## src/rtl/etb_pkg.sv

```systemverilog
package etb_pkg;

    localparam int ELEV_W  = 20;
    localparam int TEXEL_W = 24;
    localparam int CH_W    = 8;
    localparam int N_CH    = 3;
    localparam int N_TEX   = 6;

    localparam int DEF_ELEV_FRAC_BITS   = 4;
    localparam int DEF_WEIGHT_FRAC_BITS = 16;

    localparam int LANE_LAT  = 4;
    localparam int MERGE_LAT = 3;
    localparam int TOTAL_LAT = LANE_LAT + MERGE_LAT;

    localparam int LVL_1    = 1;
    localparam int LVL_5    = 5;
    localparam int LVL_10   = 10;
    localparam int LVL_20   = 20;
    localparam int LVL_25   = 25;
    localparam int LVL_100  = 100;
    localparam int LVL_500  = 500;
    localparam int LVL_600  = 600;
    localparam int LVL_800  = 800;
    localparam int LVL_1000 = 1000;
    localparam int LVL_1500 = 1500;
    localparam int LVL_5000 = 5000;

    typedef enum logic [1:0] {
        SH_FALL,
        SH_TRI,
        SH_TRAP,
        SH_RISE
    } t_shape;

    typedef enum logic [1:0] {
        W_ZERO,
        W_ONE,
        W_RAMP
    } t_wcls;

endpackage

```

## src/rtl/etb_lane.sv

```systemverilog
module etb_lane import etb_pkg::*; #(
    parameter int     ELEV_FRAC_BITS   = DEF_ELEV_FRAC_BITS,
    parameter int     WEIGHT_FRAC_BITS = DEF_WEIGHT_FRAC_BITS,
    parameter t_shape P_SHAPE          = SH_FALL,
    parameter int     P_A              = 0,
    parameter int     P_B              = 1,
    parameter int     P_C              = 2,
    parameter int     P_D              = 3
) (
    input  logic                          i_clk,
    input  logic signed [ELEV_W-1:0]      i_elevation,
    output logic [WEIGHT_FRAC_BITS:0]     o_weight
);

    localparam int WF  = WEIGHT_FRAC_BITS;
    localparam int CW  = ((ELEV_W > 14 + ELEV_FRAC_BITS) ? ELEV_W : 14 + ELEV_FRAC_BITS) + 1;

    localparam longint A_U = longint'(P_A) << ELEV_FRAC_BITS;
    localparam longint B_U = longint'(P_B) << ELEV_FRAC_BITS;
    localparam longint C_U = longint'(P_C) << ELEV_FRAC_BITS;
    localparam longint D_U = longint'(P_D) << ELEV_FRAC_BITS;

    localparam longint SPAN0 = B_U - A_U;
    localparam longint SPAN1 = (P_SHAPE == SH_TRI)  ? C_U - B_U :
                               (P_SHAPE == SH_TRAP) ? D_U - C_U : SPAN0;

    localparam int L0 = $clog2(SPAN0);
    localparam int L1 = $clog2(SPAN1);
    localparam int NW = (L0 > L1) ? L0 : L1;

    localparam longint M0 = (longint'(1) << (WF + L0)) / SPAN0;
    localparam longint M1 = (longint'(1) << (WF + L1)) / SPAN1;

    localparam int MW = WF + 1;
    localparam int PW = NW + MW;
    localparam int QW = WF + NW;

    localparam logic signed [CW-1:0] BA  = CW'(A_U);
    localparam logic signed [CW-1:0] BB  = CW'(B_U);
    localparam logic signed [CW-1:0] BC  = CW'(C_U);
    localparam logic signed [CW-1:0] BD  = CW'(D_U);
    localparam logic signed [CW-1:0] SP0 = CW'(SPAN0);
    localparam logic signed [CW-1:0] SP1 = CW'(SPAN1);

    localparam logic [MW-1:0] REC0 = MW'(M0);
    localparam logic [MW-1:0] REC1 = MW'(M1);
    localparam logic [NW-1:0] SPN0 = NW'(SPAN0);
    localparam logic [NW-1:0] SPN1 = NW'(SPAN1);
    localparam logic [WF:0]   W_FULL = (WF + 1)'(1) << WF;

    logic signed [CW-1:0] e_x;
    logic signed [CW-1:0] diff;
    logic signed [CW-1:0] span;
    t_wcls                cls;
    logic                 sel;

    t_wcls          r_cls1, r_cls2, r_cls3;
    logic           r_sel1, r_sel2, r_sel3;
    logic [NW-1:0]  r_num1, r_num2, r_num3;
    logic [PW-1:0]  r_prod2;
    logic [WF-1:0]  r_q3;
    logic [QW-1:0]  r_qs3;

    logic [WF-1:0]  n_q3;
    logic [QW-1:0]  rem;
    logic           rem_ge;
    logic [WF:0]    n_weight;

    assign e_x = CW'(i_elevation);

    always_comb begin
        cls  = W_ZERO;
        diff = '0;
        sel  = 1'b0;
        case (P_SHAPE)
            SH_FALL: begin
                if (e_x < BA) begin
                    cls = W_ONE;
                end else if (e_x <= BB) begin
                    cls  = W_RAMP;
                    diff = BB - e_x;
                end
            end
            SH_TRI: begin
                if (e_x >= BA && e_x <= BC) begin
                    cls = W_RAMP;
                    if (e_x < BB) begin
                        diff = e_x - BA;
                    end else begin
                        diff = BC - e_x;
                        sel  = 1'b1;
                    end
                end
            end
            SH_TRAP: begin
                if (e_x >= BA && e_x <= BD) begin
                    if (e_x > BB && e_x < BC) begin
                        cls = W_ONE;
                    end else if (e_x <= BB) begin
                        cls  = W_RAMP;
                        diff = e_x - BA;
                    end else begin
                        cls  = W_RAMP;
                        diff = BD - e_x;
                        sel  = 1'b1;
                    end
                end
            end
            default: begin
                if (e_x > BB) begin
                    cls = W_ONE;
                end else if (e_x >= BA) begin
                    cls  = W_RAMP;
                    diff = e_x - BA;
                end
            end
        endcase
        span = sel ? SP1 : SP0;
        if (cls == W_RAMP) begin
            if (diff <= 0) begin
                cls = W_ZERO;
            end else if (diff >= span) begin
                cls = W_ONE;
            end
        end
    end

    always_comb begin
        n_q3 = r_sel2 ? WF'(r_prod2 >> L1) : WF'(r_prod2 >> L0);
    end

    always_comb begin
        rem    = {r_num3, {WF{1'b0}}} - r_qs3;
        rem_ge = rem >= QW'(r_sel3 ? SPN1 : SPN0);
        case (r_cls3)
            W_ONE:   n_weight = W_FULL;
            W_RAMP:  n_weight = {1'b0, r_q3} + (WF + 1)'(rem_ge);
            default: n_weight = '0;
        endcase
    end

    always_ff @(posedge i_clk) begin
        r_cls1   <= cls;
        r_sel1   <= sel;
        r_num1   <= NW'(diff);

        r_cls2   <= r_cls1;
        r_sel2   <= r_sel1;
        r_num2   <= r_num1;
        r_prod2  <= PW'(r_num1) * PW'(r_sel1 ? REC1 : REC0);

        r_cls3   <= r_cls2;
        r_sel3   <= r_sel2;
        r_num3   <= r_num2;
        r_q3     <= n_q3;
        r_qs3    <= QW'(n_q3) * QW'(r_sel2 ? SPN1 : SPN0);

        o_weight <= n_weight;
    end

endmodule

```

## config.mk

```make
export PLATFORM = sky130hd
export DESIGN_NAME = etb_lane
export DESIGN_NICKNAME = d
export VERILOG_FILES = /design/src/rtl/etb_pkg.sv /design/src/rtl/etb_lane.sv
export SDC_FILE = /design/constraint.sdc
export NUM_CORES = 1
export LEC_CHECK = 0
export ABC_AREA = 1
export BUFFER_PORTS_ARGS = -buffer_cell sky130_fd_sc_hd__buf_2
export CAP_MARGIN = 20
export CORE_MARGIN = 2
export CORE_UTILIZATION = 46
export DETAILED_ROUTE_END_ITERATION = 12
export PLACE_DENSITY = 0.76
export SLEW_MARGIN = 20
export SYNTH_ARGS = -nofsm -noshare
export SYNTH_HDL_FRONTEND = slang
export SYNTH_SLANG_ARGS = --single-unit
```

## constraint.sdc

```tcl
create_clock -name i_clk -period 1.2 [get_ports i_clk]
set_input_delay 0.06 -clock i_clk [delete_from_list [all_inputs] [get_ports i_clk]]
set_output_delay 0.06 -clock i_clk [all_outputs]
set_load 0.01 [all_outputs]
```

# After elaboration in Yosys (flattened, before gate mapping)
# Index checks and enable logic that the tools add are counted.
# totals
regBits	35
latch_bits	0
mem_bits_rw	0
rom_bits	0
in_bits	21
out_inout_bits	17
mem_count	0
# classes
n_addsub	2
multipliers	0
n_div	0
magnitude_cmp	5
eq_ne	3
n_shift	0
muxes	8
bitwise_logic	0
reduce_logical	0
# op_table
operator	count
21-bit 2-to-1 mux	2
17-bit one-hot mux with 2 select lines	1
21-bit by 6-bit greater-or-equal comparator with 1-bit output, second input constant	1
21-bit by 1-bit <= comparator with 1-bit output, second input constant	1
6-bit by 20-bit subtractor with 21-bit output, first input constant	1
20-bit by 1-bit greater-or-equal comparator with 1-bit output, second input constant	1
20-bit by 6-bit <= comparator with 1-bit output, second input constant	1
20-bit by 1-bit < comparator with 1-bit output, second input constant	1
16-bit by 1-bit adder with 17-bit output	1
2-bit 2-to-1 mux	5
2-bit equality test, second input constant	2
2-bit by 1-bit equality test with 1-bit output, second input constant	1

# Depth between registers and ports, before layout
# Gate-level depths: netlist of the first run.
# depth
depth_word	7
ltp_mapped	10
mapped_depth_nobuf	10

# Worst setup path before layout of the first run
# OpenSTA, ideal clock, no wires.
# synth_timing
path_type	input to register
start	input i_elevation[0]
end	register r_cls1[1]
setup_ns	0.110
arrival_time_ns	0.890
required_time_ns	1.090
setup_slack_ns	0.200
stages	9
n_path_buf	0
cell_sequence	inv_1 -> ha_1 -> inv_1 -> nor2_1 -> nor2_1 -> o31ai_1 -> nand2_1 -> nand3_1 -> inv_1
# synth_via
elab_chain_len	7
# synth_lines
item	line	source
start: declaration	etb_lane.sv:11	input logic signed [ELEV_W-1:0] i_elevation,
6-bit by 20-bit subtractor with 21-bit output / 20-bit by 6-bit <= comparator with 1-bit output (equally long branches)	etb_lane.sv:81, etb_lane.sv:79	
21-bit 2-to-1 mux	etb_lane.sv:79	end else if (e_x <= BB) begin
21-bit 2-to-1 mux	etb_lane.sv:77	if (e_x < BA) begin
21-bit by 6-bit greater-or-equal comparator with 1-bit output	etb_lane.sv:122	end else if (diff >= span) begin
2-bit 2-to-1 mux	etb_lane.sv:122	
2-bit 2-to-1 mux	etb_lane.sv:120	if (diff <= 0) begin
2-bit 2-to-1 mux (*)	etb_lane.sv:119	if (cls == W_RAMP) begin
net cls[1]	etb_lane.sv:54	t_wcls cls;
end signal: assignment	etb_lane.sv:143	r_cls1 <= cls;
end: declaration	etb_lane.sv:57	t_wcls r_cls1, r_cls2, r_cls3;
# Mark *: on every way through the listed nets, which the timed path passes. The rest lies on a longest branch.

# Worst setup path after layout of the first run
# Ends and elaborated chain as after synthesis.

==> results of run 1 <==
[flip-flops by register name (all words and copies together), names as in the netlist]
name	count
r_q3	4
r_cls3	2
r_num1	4
r_prod2	4
o_weight	6
r_cls2	2
r_cls1	2
[layer usage]
metal | share of wire (%) | global-route usage [%]
met2 | 52 | 20.0
met5 | 0 | 0
met1 | 42 | 12.5
met3 | 5.9 | 1.79
met4 | 0.57 | 4.05
[repair_timing]
| action | 4_1_cts | 5_1_grt |
|---|---|---|
| setup buffers | 0 | 0 |
| endpoints found under the hold margin | 1 | 0 |
| hold buffers | 1 | 0 |
[cells by family (layout without fill, tap and decap cells)]
| group | Yosys count | after routing | synth area share [%] |
|---|---|---|---|
| buffers and inverters | 28 | 50 | 14.8 |
| other | 1 | 11 | 0.380 |
| adder cells (fa/ha/maj) | 1 | 1 | 1.27 |
| AND/OR/NAND/NOR | 68 | 68 | 32.6 |
| AO/OA/AOI/OAI | 3 | 3 | 2.16 |
| flip-flops | 24 | 24 | 48.7 |
[through the flow]
stage | hold WS, ns | cells | utilization (%)
after global placement | 0.281 | 179 | 56.5
after CTS | 0.0291 | 184 | 58.8
final | 0.0394 | 184 | 58.8
after global routing | 0.0459 | 184 | 58.8
after detailed placement | 0.289 | 179 | 56.5
after floorplan | 0.172 | 135 | -
[layout by cell type, fill, tap and decap left out, types with 3 or more instances in the layout]
| cell | instances |
|---|---|
| buf_2 | 26 |
| nor2_1 | 25 |
| dfxtp_1 | 24 |
| nand2_1 | 18 |
| inv_1 | 15 |
| conb_1 | 11 |
| nand3_1 | 8 |
| nor2_2 | 5 |
| nand2_2 | 3 |
| nand4_1 | 3 |
| clkbuf_4 | 3 |
[worst max-delay path: stages]
cell,delay [ns]
buf_2,0.11
inv_1,0.08
ha_1,0.22
inv_1,0.05
nor2_1,0.12
nor2_1,0.06
o31ai_1,0.20
nand2_1,0.09
nand3_1,0.07
inv_1,0.04
[worst max-delay path by stage]
stage,from,to,slack (ns),depth (start not counted)
after floorplan,i_elevation[0],r_cls1[1],0.20,9
after global placement,i_elevation[0],r_cls1[1],-0.004,10
after detailed placement,i_elevation[0],r_cls1[1],-0.03,10
after CTS,i_elevation[0],r_cls1[1],0.30,10
after global routing,i_elevation[0],r_cls1[0],0.20,10
final,i_elevation[0],r_cls1[1],0.31,10
[report_power, final]
| group | leakage, uW | internal (uW) | switching, uW |
|---|---|---|---|
| Clock | 0.0000210 | 185 | 198 |
| Sequential | 0.000195 | 805 | 1.63 |
| Combinational | 0.000362 | 54.4 | 84.2 |
[cell usage after synthesis, types with 2 or more instances]
library cell and instances:
buf_4 11, dfxtp_1 24, inv_1 15, inv_2 2
nand2_1 18, nand2_2 3, nand3_1 8, nand3b_1 2
nand4_1 3, nor2_1 25, nor2_2 5
[layout make-up]
| type | count | area share, % |
|---|---|---|
| timing repair buffer | 29 | 13.3 |
| clock buffer | 4 | 3.11 |
| tap | 27 | 2.90 |
| inverter | 17 | 5.47 |
| multi-input combinational | 83 | 34.0 |
| sequential | 24 | 41.2 |
==> flow_summary.json, run 1 <==
{
  "setup_ws_ns": 0.305,
  "end_kind": "flop",
  "rsz0062_at_grt": "no",
  "cts-root-buf": "clkbuf_4",
  "skew_ns": 0.000644,
  "synthesis.area_um2": 986,
  "syn_inst": 125,
  "drv_cap": 0,
  "regArea_um2": 480,
  "cp-start-kind": "input port",
  "power.density_mw_per_mm2": 1140,
  "grt_util_all_layers_pct": 10.9,
  "dieHeight_um": 50.3,
  "core_mm2": 0.00198,
  "setup_viol": 0,
  "worstHoldStart": "i_elevation[0]",
  "power.leakage_uw": 0.000578,
  "die_w_um": 50.3,
  "vias": 790,
  "cp.required_ns": 1.40,
  "clk_pin_slew_ns": 0.11,
  "synth-main-ff-cell": "dfxtp_1",
  "finish.instance_area_mm2": 0.00117,
  "dp_hpwl_um": 1220,
  "cp.arrival_ns": 1.10,
  "initial_core_util_pct": 49.7,
  "grt_pass1_wl_um": 2210,
  "clock_sinks": 24,
  "pre_cts_slack_ns": -0.0260,
  "syn_avg_cell_area_um2": 7.89,
  "post-route-min-period_ns": 0.895,
  "drc_errors": 0,
  "first_pass_iters": 4,
  "async_flop_share_pct": 0,
  "holdPathStages": 3,
  "design_power_total_uw": 1330,
  "clock_path_buffers": 2,
  "numPortBuffers": 26,
  "worstRegToRegCells": 3,
  "drive_gt1_share_pct": 29.3,
  "hold_violations": 0,
  "run_status": "completed",
  "r2r_end": "o_weight[0]",
  "r2r_setup_slack_ns": 0.54,
  "criticalPathCategory": "in -> reg",
  "pin_count": 38,
  "synthTopCellsByArea": "dfxtp_1, nor2_1, buf_4, nand2_1, inv_1",
  "tns_ns": 0,
  "yosysSeqAreaShare_pct": 48.7,
  "wl_per_cell_um": 7.63,
  "grt_pass1_vias": 614,
  "clk_latency_ns": 0.29,
  "post_dp_cell_area_mm2": 0.00112,
  "grt_max_degree": 14,
  "drtIter0Drc": 5,
  "cts_tree": "done",
  "rr_startpoint": "r_cls3[0]",
  "hold_end": "r_num1[0]",
  "dieArea_mm2": 0.00253,
  "post-route-period-util_pct": 74.6,
  "rows": 16,
  "wirelength_um": 1400,
  "synth_edf_count": 0,
  "gp_congestion": 0.839,
  "cts_max_level": 1,
  "fmax_ghz": 1.12,
  "insertedDiodeCount": 0,
  "cts_buffers": 3,
  "critical_path_peak_fanout": 4,
  "multi_input_area_um2": 397,
  "gr-total-overflow": 0,
  "ant_nets": 0,
  "drv_slew": 0,
  "routed_via_density": 4.29,
  "nFillCells": 185,
  "fin_nets": 180,
  "antenna_found_initial": 0,
  "ys_warn_count": 0,
  "post_cts_resize_count": 0,
  "vdd_drop_max_v": 0.000585,
  "synth.distinct_cells": 20,
  "yosys.area.top_type": "dfxtp_1",
  "ys_ff_latch": 24,
  "hp-class": "in -> reg",
  "netlist.area_leader.share_pct": 48.7,
  "syn_to_final_growth_pct": 18.3
}
No activity file was read; power rests on OpenSTA's default activity.
==> inputs of run 2 (changes only) <==
--- a/config.mk
+++ b/config.mk
@@ -9,9 +9,9 @@
 export BUFFER_PORTS_ARGS = -buffer_cell sky130_fd_sc_hd__buf_2
 export CAP_MARGIN = 20
 export CORE_MARGIN = 2
-export CORE_UTILIZATION = 46
+export CORE_UTILIZATION = 42
 export DETAILED_ROUTE_END_ITERATION = 12
-export PLACE_DENSITY = 0.76
+export PLACE_DENSITY = 0.73
 export SLEW_MARGIN = 20
 export SYNTH_ARGS = -nofsm -noshare
 export SYNTH_HDL_FRONTEND = slang
==> constraint.sdc (replaced) <==
create_clock -name i_clk -period 0.8 [get_ports i_clk]
set_input_delay 0.04 -clock i_clk [delete_from_list [all_inputs] [get_ports i_clk]]
set_output_delay 0.04 -clock i_clk [all_outputs]
set_load 0.01 [all_outputs]
==> run 2 against run 1 <==
  * First-iteration DRC count fell by 20%
  * Global-route usage rose by 3.2 points
  * Die area rose by 8.8%
  * Hold slack improved by 0.016 ns
  * Count of clock-buffer cells in the layout fell by 1
  * Clock skew rose by 0.0099 ns
  * Sequential share of layout area fell by 4.9 points
  * Total power rose by 75%
  * Worst setup slack got worse by 0.30 ns
  * Critical path type is now reg -> out
  * Critical endpoint is now o_weight[14]
  * Largest cell class unchanged
==> flow_summary.json, run 2 (synthesis results as in run 1) <==
{
  "routed_via_density": 4.31,
  "final_util_pct": 60.2,
  "rows": 17,
  "worstRegToRegCells": 3,
  "cts_buffers": 3,
  "pin_count": 38,
  "whs_ns": 0.0559,
  "syn_to_final_growth_pct": 35.0,
  "path_buf_inv": 1,
  "wl_per_cell_um": 8.32,
  "power.leakage_uw": 0.000641,
  "insertedDiodeCount": 0,
  "fmax_ghz": 1.26,
  "r2r_setup_slack_ns": 0.12,
  "ant_nets": 0,
  "critical_path.slowest_cell": "dfxtp_2",
  "dp_hpwl_um": 1420,
  "most-common-layout-cells": "buf_2, dfxtp_1, nor2_1",
  "cp-start-kind": "flop",
  "rr_startpoint": "r_cls3[0]",
  "antenna_found_initial": 0,
  "grt_pass1_vias": 832,
  "post-route-min-period_ns": 0.791,
  "path_depth": 1,
  "end_kind": "output pin",
  "design_power_total_uw": 2320,
  "skew_ns": 0.0105,
  "holdPathStages": 4,
  "cp.required_ns": 0.76,
  "die_w_um": 52.5,
  "cts_setup_buffers": 0,
  "rsz0062_at_grt": "yes",
  "grt_pass1_wl_um": 2950,
  "setup_viol": 0,
  "gr-total-overflow": 0,
  "largest_reg_flops": 6,
  "tns_ns": 0,
  "timing.critical_path.cells": "buf_6",
  "worstHoldStart": "i_elevation[3]",
  "vias": 837,
  "vdd_drop_max_v": 0.00124,
  "top_register": "o_weight",
  "criticalPathCategory": "reg -> out",
  "clk_pin_slew_ns": 0.13,
  "max_stage_delay_ns": 0.34,
  "wirelength_um": 1620,
  "numPortBuffers": 26,
  "clock_path_buffers": 2,
  "cts_max_level": 1,
  "power.density_mw_per_mm2": 1750,
  "gp_congestion": 0.865,
  "initial_core_util_pct": 44.6,
  "hp-class": "in -> reg",
  "core_mm2": 0.00221,
  "cts-root-buf": "clkbuf_4",
  "cts_tree": "done",
  "dieArea_mm2": 0.00275,
  "clk_latency_ns": 0.30,
  "first_pass_iters": 4,
  "drv_slew": 0,
  "drtIter0Drc": 4,
  "grt_max_degree": 15,
  "cp_top_family": "flip-flops",
  "clock_sinks": 24,
  "hold_end": "r_num1[3]",
  "r2r_end": "o_weight[0]",
  "postCtsHoldBufs": 0,
  "cp.arrival_ns": 0.75,
  "post-route-period-util_pct": 98.9,
  "grt_util_all_layers_pct": 14.1,
  "drc_errors": 0,
  "drv_cap": 0,
  "fin_nets": 189,
  "drive_gt1_share_pct": 42.2,
  "critical_path_peak_fanout": 1,
  "hold_violations": 0,
  "run_status": "completed",
  "dieHeight_um": 52.5
}
[run 2: changes by cell type in the layout (fill, tap and decap cells not counted), sizes merged]
| cell | change |
|---|---|
| buf | +9 |
| dlygate4sd3 | -1 |
| bufinv | +1 |
[run 2: how the worst max path moves through the flow]
| stage | from | endpoint | slack [ns] |
|---|---|---|---|
| floorplan | i_elevation[1] | r_cls1[1] | -0.09 |
| detailed placement | i_elevation[1] | r_cls1[1] | -0.34 |
| global route | o_weight[0] | o_weight[0] | -0.03 |
| finish | o_weight[14] | o_weight[14] | 0.009 |
| global placement | i_elevation[1] | r_cls1[1] | -0.29 |
| CTS | o_weight[16] | o_weight[16] | -0.01 |
[run 2: cell type report]
type                       count  area (um^2)
clock buffer                   3         22.5
fill                         211          881
timing repair buffer          38          238
sequential                    24          483
inverter                      17         83.8
multi-input combinational     83          439
clock inverter                 1         30.0
tap                           28         35.0
[run 2: routing by layer]
metal  up-vias  routed length [um]  track usage [%]
met5         -                   0                0
met4         0                   0             5.56
met3         0                  79             2.57
met2        19                 879             28.1
met1       372                 657             13.9
li1        446                   -                -
[run 2: stage by stage]
step / setup slack (ns) / cells / cell area (um^2)
2_1_floorplan: -0.0930 / 135 / 1080
3_3_place_gp: -0.290 / 190 / 1250
3_5_place_dp: -0.345 / 190 / 1250
4_1_cts: -0.00953 / 194 / 1310
5_1_grt: -0.0335 / 194 / 1330
6_report: 0.00881 / 194 / 1330
[run 2: where the power goes]
group,switching [uW],total (uW),internal (uW)
Sequential,3.65,1210,1210
Combinational,151,280,129
Clock,325,831,506
[run 2: repair_timing]
action	in CTS	in global routing
gates cloned	0	0
gates resized for setup	1	8
pin swaps	0	1
setup endpoints to repair	5	8
